## config.mk

```make
export PLATFORM = sky130hd
export DESIGN_NAME = kvt_front
export DESIGN_NICKNAME = d
export VERILOG_FILES = /design/src/sv/kvt_pkg.sv /design/src/sv/kvt_front.sv
export SDC_FILE = /design/constraint.sdc
export NUM_CORES = 1
export LEC_CHECK = 0
export ABC_CLOCK_PERIOD_IN_PS = 5000
export BUFFER_PORTS_ARGS = -buffer_cell sky130_fd_sc_hd__buf_2
export CAP_MARGIN = 5
export CORE_ASPECT_RATIO = 0.75
export CORE_MARGIN = 10
export CORE_UTILIZATION = 40
export CTS_CLUSTER_DIAMETER = 50
export DETAILED_ROUTE_END_ITERATION = 12
export GPL_ROUTABILITY_DRIVEN = 0
export PLACE_DENSITY_LB_ADDON = 0.2
export SETUP_SLACK_MARGIN = 0.02
export SLEW_MARGIN = 10
export SYNTH_ARGS = -nofsm -noshare
export SYNTH_HDL_FRONTEND = slang
export SYNTH_SLANG_ARGS = --single-unit
```

## constraint.sdc

```tcl
create_clock -name clk -period 5 [get_ports clk]
set_input_delay 0.75 -clock clk [delete_from_list [all_inputs] [get_ports clk]]
set_output_delay 0.75 -clock clk [all_outputs]
set_load 0.01 [all_outputs]
```

## src/sv/kvt_pkg.sv

```systemverilog
// ----------------------------------------------------------------------------
// kvt_pkg: shared types and constants of the key/value table
// Command and status codes, beat layout, back-end sequencer states.
// ----------------------------------------------------------------------------
package kvt_pkg;

  // Default table geometry
  localparam int ENTRIES_DEF    = 128;
  localparam int KEY_BITS_DEF   = 64;
  localparam int VALUE_BITS_DEF = 64;

  // Beat layout (fixed field widths)
  localparam int FIELD_W       = 64;
  localparam int CMD_W         = 2;
  localparam int STATUS_W      = 2;
  localparam int IN_TDATA_W    = 136;  // 2 + 64 + 64 = 130, padded to bytes
  localparam int OUT_TDATA_W   = 72;   // 2 + 64 = 66, padded to bytes
  localparam int IN_KEY_LSB    = 2;
  localparam int IN_VALUE_LSB  = 66;
  localparam int OUT_VALUE_LSB = 2;

  // Depth of the command queue between front and back (power of two)
  localparam int QDEPTH = 2;

  typedef enum logic [CMD_W-1:0] {
    CMD_ADD    = 2'd0,
    CMD_REMOVE = 2'd1,
    CMD_LOOKUP = 2'd2,
    CMD_NOP    = 2'd3
  } cmd_t;

  typedef enum logic [STATUS_W-1:0] {
    ST_OK     = 2'd0,
    ST_DUP    = 2'd1,
    ST_ABSENT = 2'd2,
    ST_FULL   = 2'd3
  } status_t;

  typedef enum logic [1:0] {
    BK_IDLE,
    BK_CMP,
    BK_EXEC,
    BK_READ
  } bk_state_t;

  // Control strobes of the back-end sequencer
  typedef struct packed {
    logic    pop;
    logic    done;
    logic    wr_en;
    logic    clr_en;
    logic    rd_en;
    status_t status;
  } bk_ctrl_t;

endpackage

```

## src/sv/kvt_front.sv

```systemverilog
// ----------------------------------------------------------------------------
// kvt_front: command intake
// Accepts beats, decodes the command, trims key/value to table width and
// queues the result for the back end.
// ----------------------------------------------------------------------------
module kvt_front #(
  parameter int KEY_BITS   = kvt_pkg::KEY_BITS_DEF,
  parameter int VALUE_BITS = kvt_pkg::VALUE_BITS_DEF
) (
  input  logic                          clk,
  input  logic                          rst_n,
  input  logic                          in_tvalid,
  output logic                          in_tready,
  input  logic [kvt_pkg::IN_TDATA_W-1:0] in_tdata,
  output logic                          q_valid,
  input  logic                          q_pop,
  output kvt_pkg::cmd_t                 q_cmd,
  output logic [KEY_BITS-1:0]           q_key,
  output logic [VALUE_BITS-1:0]         q_value
);

  localparam int QPW = (kvt_pkg::QDEPTH > 1) ? $clog2(kvt_pkg::QDEPTH) : 1;

  kvt_pkg::cmd_t           cmd_q   [kvt_pkg::QDEPTH];
  logic [KEY_BITS-1:0]     key_q   [kvt_pkg::QDEPTH];
  logic [VALUE_BITS-1:0]   value_q [kvt_pkg::QDEPTH];

  logic [QPW-1:0] wr_ptr_r, wr_ptr_nxt;
  logic [QPW-1:0] rd_ptr_r, rd_ptr_nxt;
  logic [QPW:0]   count_r,  count_nxt;
  logic           push;
  logic           pop;

  assign in_tready = (count_r != (QPW+1)'(kvt_pkg::QDEPTH));
  assign q_valid   = (count_r != '0);
  assign push      = in_tvalid && in_tready;
  assign pop       = q_pop && q_valid;

  always_comb begin
    wr_ptr_nxt = push ? wr_ptr_r + 1'b1 : wr_ptr_r;
    rd_ptr_nxt = pop  ? rd_ptr_r + 1'b1 : rd_ptr_r;
    count_nxt  = count_r;
    if (push && !pop) begin
      count_nxt = count_r + 1'b1;
    end else if (pop && !push) begin
      count_nxt = count_r - 1'b1;
    end
  end

  always_ff @(posedge clk) begin
    if (!rst_n) begin
      wr_ptr_r <= '0;
      rd_ptr_r <= '0;
      count_r  <= '0;
    end else begin
      wr_ptr_r <= wr_ptr_nxt;
      rd_ptr_r <= rd_ptr_nxt;
      count_r  <= count_nxt;
    end
  end

  // Queue storage; unused upper key/value bits are dropped here
  always_ff @(posedge clk) begin
    if (push) begin
      cmd_q[wr_ptr_r]   <= kvt_pkg::cmd_t'(in_tdata[kvt_pkg::CMD_W-1:0]);
      key_q[wr_ptr_r]   <= in_tdata[kvt_pkg::IN_KEY_LSB +: KEY_BITS];
      value_q[wr_ptr_r] <= in_tdata[kvt_pkg::IN_VALUE_LSB +: VALUE_BITS];
    end
  end

  assign q_cmd   = cmd_q[rd_ptr_r];
  assign q_key   = key_q[rd_ptr_r];
  assign q_value = value_q[rd_ptr_r];

endmodule

```

Word level (Yosys, flattened, before mapping)
Memory sizes are Yosys's and may differ from the RTL's. A register that Yosys moved wholly into a read port is not among the register bits.
Cells that the tools add are included.
W data, S select, Z words.
- word-level logic and storage cells: 29
- flip-flop bits (word level): 4
- bits in writable memories: 260
- memories kept: 3
- reductions and logical operators: 8
- eq/ne operators: 1
- add/sub/neg operators: 4
- mux-type cells: 10
- memory list (memory ; words ; bits a word ; read ports ; clocked after memory_dff ; wr ports ; line ; source):
    key_q ; 2 ; 64 ; 1 ; 1 ; 1 ; kvt_front.sv:25 ; logic [KEY_BITS-1:0] key_q [kvt_pkg::QDEPTH];
    value_q ; 2 ; 64 ; 1 ; 1 ; 1 ; kvt_front.sv:26 ; logic [VALUE_BITS-1:0] value_q [kvt_pkg::QDEPTH];
    cmd_q ; 2 ; 2 ; 1 ; 1 ; 1 ; kvt_front.sv:24 ; kvt_pkg::cmd_t cmd_q [kvt_pkg::QDEPTH];
- operators with widths (cell ; number):
    $mux W1 ; 8
    $logic_and A1 B1 Y1 ; 4
    $mux W2 ; 2
    $reduce_bool A2 Y1 ; 2
    $add A1 B1 Y1 const B ; 2
    $add A2 B1 Y2 const B ; 1
    $logic_not A1 Y1 ; 2
    $ne A2 B2 Y1 const B ; 1
    $sub A2 B1 Y2 const B ; 1

Depth between registers and ports, before layout
- word-level depth: 6
- gate-level depth with buffers: 6

Worst setup path after synthesis
No wires, ideal clock.
- kind: input to register
- from: input in_tvalid
- to: memory cmd_q[1][0] (netlist bit), enable pin
- cell stages on the path: 1
- path buffers: 0
- data arrival time: 3.792 ns
- required time: 4.495 ns
- path slack: 0.703 ns
- cells stage by stage: and3_1
- word-level cells in the longest chain between the ends: 3
- RTL lines (what ; line ; source):
    start: declaration ; kvt_front.sv:12 ; input logic in_tvalid,
    $logic_and A1 B1 Y1 ; kvt_front.sv:36 ; assign push = in_tvalid && in_tready;
    $mux W1 ; kvt_front.sv:64 ; if (push) begin
    $mux W1 (implied by the code) ; kvt_front.sv:65 ; cmd_q[wr_ptr_r] <= kvt_pkg::cmd_t'(in_tdata[kvt_pkg::CMD_W-1:0]);
    end: declaration ; kvt_front.sv:24 ;
Every way passes these cells.

==> results_dict.tcl <==
set metrics [dict create \
    outcome "complete, no violations" \
    slew_violations 0 \
    hpwl_um 14100 \
    max-vdd-ir-drop_uv 315 \
    antenna_left 0 \
    synth_edf_count 260 \
    final_core_util_pct 51.4 \
    cts_root_buffer "clkbuf_16" \
    stdcell_area_um2 12300 \
    wl_um 20600 \
    via_per_inst 4.70 \
    finalCritPeriodShare_pct 63.8 \
    min_period_ns 3.19 \
    overflow 0 \
    syn_nets 569 \
    drive_gt1_share_pct 61.3 \
    placed_area_um2 11300 \
    crit_type "reg2out" \
    swShare_pct 26.4 \
    power.switching_mw 1.69 \
    cts.sinks 265 \
    worst_skew_pair.late_latency_ns 0.53 \
    netlist.area_leader.share_pct 80.9 \
    fp.dieH_um 155 \
    grt_max_degree 79 \
    grt_pass1_wl_um 30700 \
    power_mw 6.40 \
    clock_power_share_pct 32.9 \
    coreArea_um2 23800 \
    synth_ff_type "edfxtp_1" \
    fin_ws_ns 1.81 \
    cts.repair.resized 0 \
    cts_buffers 28 \
    place_inst 988 \
    tightest_slew_ns 0.901 \
    critical_path.cell_chain "buf_12 > mux2_2 > buf_2" \
    syn2layout_area_growth_pct 27.0 \
    endpoint_kind "primary output" \
    maxSlewHeadroom_pct 40.0 \
    hold_class "in2reg" \
    synth_top_area_cell "edfxtp_1" \
    wl_per_cell_um 19.8 \
    synth_common_cells "260 x edfxtp_1, 130 x mux2_2, 10 x buf_6, 5 x dfxtp_1, 4 x and2_1" \
    rsz0062_at_grt "no" \
    post_cts_buffers 0 \
    p_per_area_nw_per_um2 522 \
    syn_inst 428 \
    max_freq_mhz 313 \
    p_int_mw 4.71 \
    synth-warning-count 0 \
    wl_met1_um 8420 \
    clock_tree.buffer_depth 3 \
    ys_async_sr_fraction_pct 0 \
    vias 4889 \
    die_area_um2 30800 \
    critPathSlowestCell "dfxtp_4" \
    cts_hold_buf 0 \
    yosys-top-cells-area "edfxtp_1 81%, mux2_2 15%, buf_6 1.2%, dfxtp_1 1.0%, and2_1 0.26%" \
    comb_power_share_pct 21.7 \
    start_kind "register" \
    num-nets-final 853 \
    pin_count 272 \
    synth_area_um2 9650 \
    synth_seq_cells 265 \
    drc 0 \
    setup_viol 0 \
    whs_ns 0.409 \
    leakage_nw 4.54 \
    drt_iter0_drc 171 \
    skew_ns 0.00938 \
    fin_setup_tns_ns 0 \
    fin_cells 1040 \
    crit_path_max_fanout 66 \
    rows 49 \
    seq_area_frac_synth_pct 82.0 \
    antenna_found_initial 6 \
    highest_layer "met5" \
    first_pass_iters 4 \
    initial_core_util_pct 40.5 \
    cp.arrival_ns 2.44 \
    wl_met3_um 2160 \
    die_width_um 199 \
    ys_types 21 \
    htree_levels 1 \
    yosysMostFrequentCell "edfxtp_1" \
    track_usage_pct 12.7 \
    hold_viol 0 \
    cts_tree "done" \
    seqPwrFrac_pct 45.5 \
    numPortBuffers 265 \
    critical-path-max-stage-delay_ns 0.90 \
    avgSynthCellArea_um2 22.5 \
    wl_met2_um 9600 \
    place_ws_ns 2.30 \
    grt_pass1_vias 5359 \
    critical_path_required_ns 4.25 \
    drv_cap 0 \
    clk_pin_slew_ns 0.06 \
]
## power by group through the flow
| stage | combinational [mW] | clock [mW] | sequential [mW] |
|---|---|---|---|
| floorplan | 0.939 | 0 | 2.90 |
| global placement | 1.39 | 0 | 2.95 |
| detailed placement | 1.41 | 0 | 2.96 |
| CTS | 1.42 | 2.17 | 2.92 |
| global route | 1.50 | 2.25 | 2.95 |
| finish | 1.39 | 2.10 | 2.91 |
## cells in the final DEF (no fill, tap or decap)
cell,netlist,routed
a21boi_0,1,1
inv_4,0,1
a21bo_2,1,1
or2_2,1,1
xor2_1,1,1
o21ai_0,1,1
edfxtp_1,260,260
nand2b_4,1,1
clkinv_2,0,6
or3_1,1,1
dfxtp_4,0,1
inv_6,0,1
clkinv_1,0,2
nand3b_1,1,1
clkbuf_16,0,29
diode_2,0,1
buf_12,0,3
and2_1,4,4
xnor2_1,2,2
clkinv_8,0,1
ha_1,1,1
clkinv_4,0,4
mux2_2,130,130
bufinv_16,0,4
and3_4,0,1
o21ai_1,1,1
a21boi_1,1,1
clkbuf_1,0,4
buf_2,3,265
dfxtp_1,5,4
## layout make-up
cell class / count / area [um2]
clock buffer: 33 / 741
tap: 306 / 383
inverter: 1 / 6.26
multi-input combinational: 148 / 1610
fill: 1935 / 11600
timing repair buffer: 268 / 1390
sequential: 265 / 7910
clock inverter: 18 / 218
antenna: 1 / 2.50
## per-layer routing
metal	vias up	track usage [%]
met5	-	0
met1	2393	15.5
met2	175	20.3
met4	6	3.09
li1	2282	-
met3	33	5.75
## worst max-delay path, delay by kind of cell, from the launching register on
family | cells | cell delay (ns)
multiplexers | 1 | 0.40
flip-flops | 1 | 0.90
buffers and inverters | 2 | 0.52
## path summary, 6_finish.rpt
kind	depth (start not counted)	to	from	slack, ns
max	3	q_key[55]	register	1.81
max reg2reg	3	key_q[1][25]	count_r[0]	2.77
min	1	key_q[1][57]	in_tdata[59]	0.41
min reg2reg	2	count_r[1]	count_r[1]	0.57
## cell families (layout without fill, tap and decap cells)
logic type	after synthesis	in the layout	synth area share, %
AO/OA/AOI/OAI	5	5	0.363
XOR/XNOR	3	3	0.272
adder cells (fa/ha/maj)	1	1	0.130
buffers and inverters	15	320	1.44
flip-flops	265	265	82.0
multiplexers	130	130	15.2
other	0	1	0
AND/OR/NAND/NOR	9	9	0.674
## flip-flops by register name, indices dropped and copies added (netlist names), named ones only
name	flops
value_q	128
count_r	2
wr_ptr_r	1
key_q	128
cmd_q	4
rd_ptr_r	1
No activity file was read; power rests on OpenSTA's default activity.
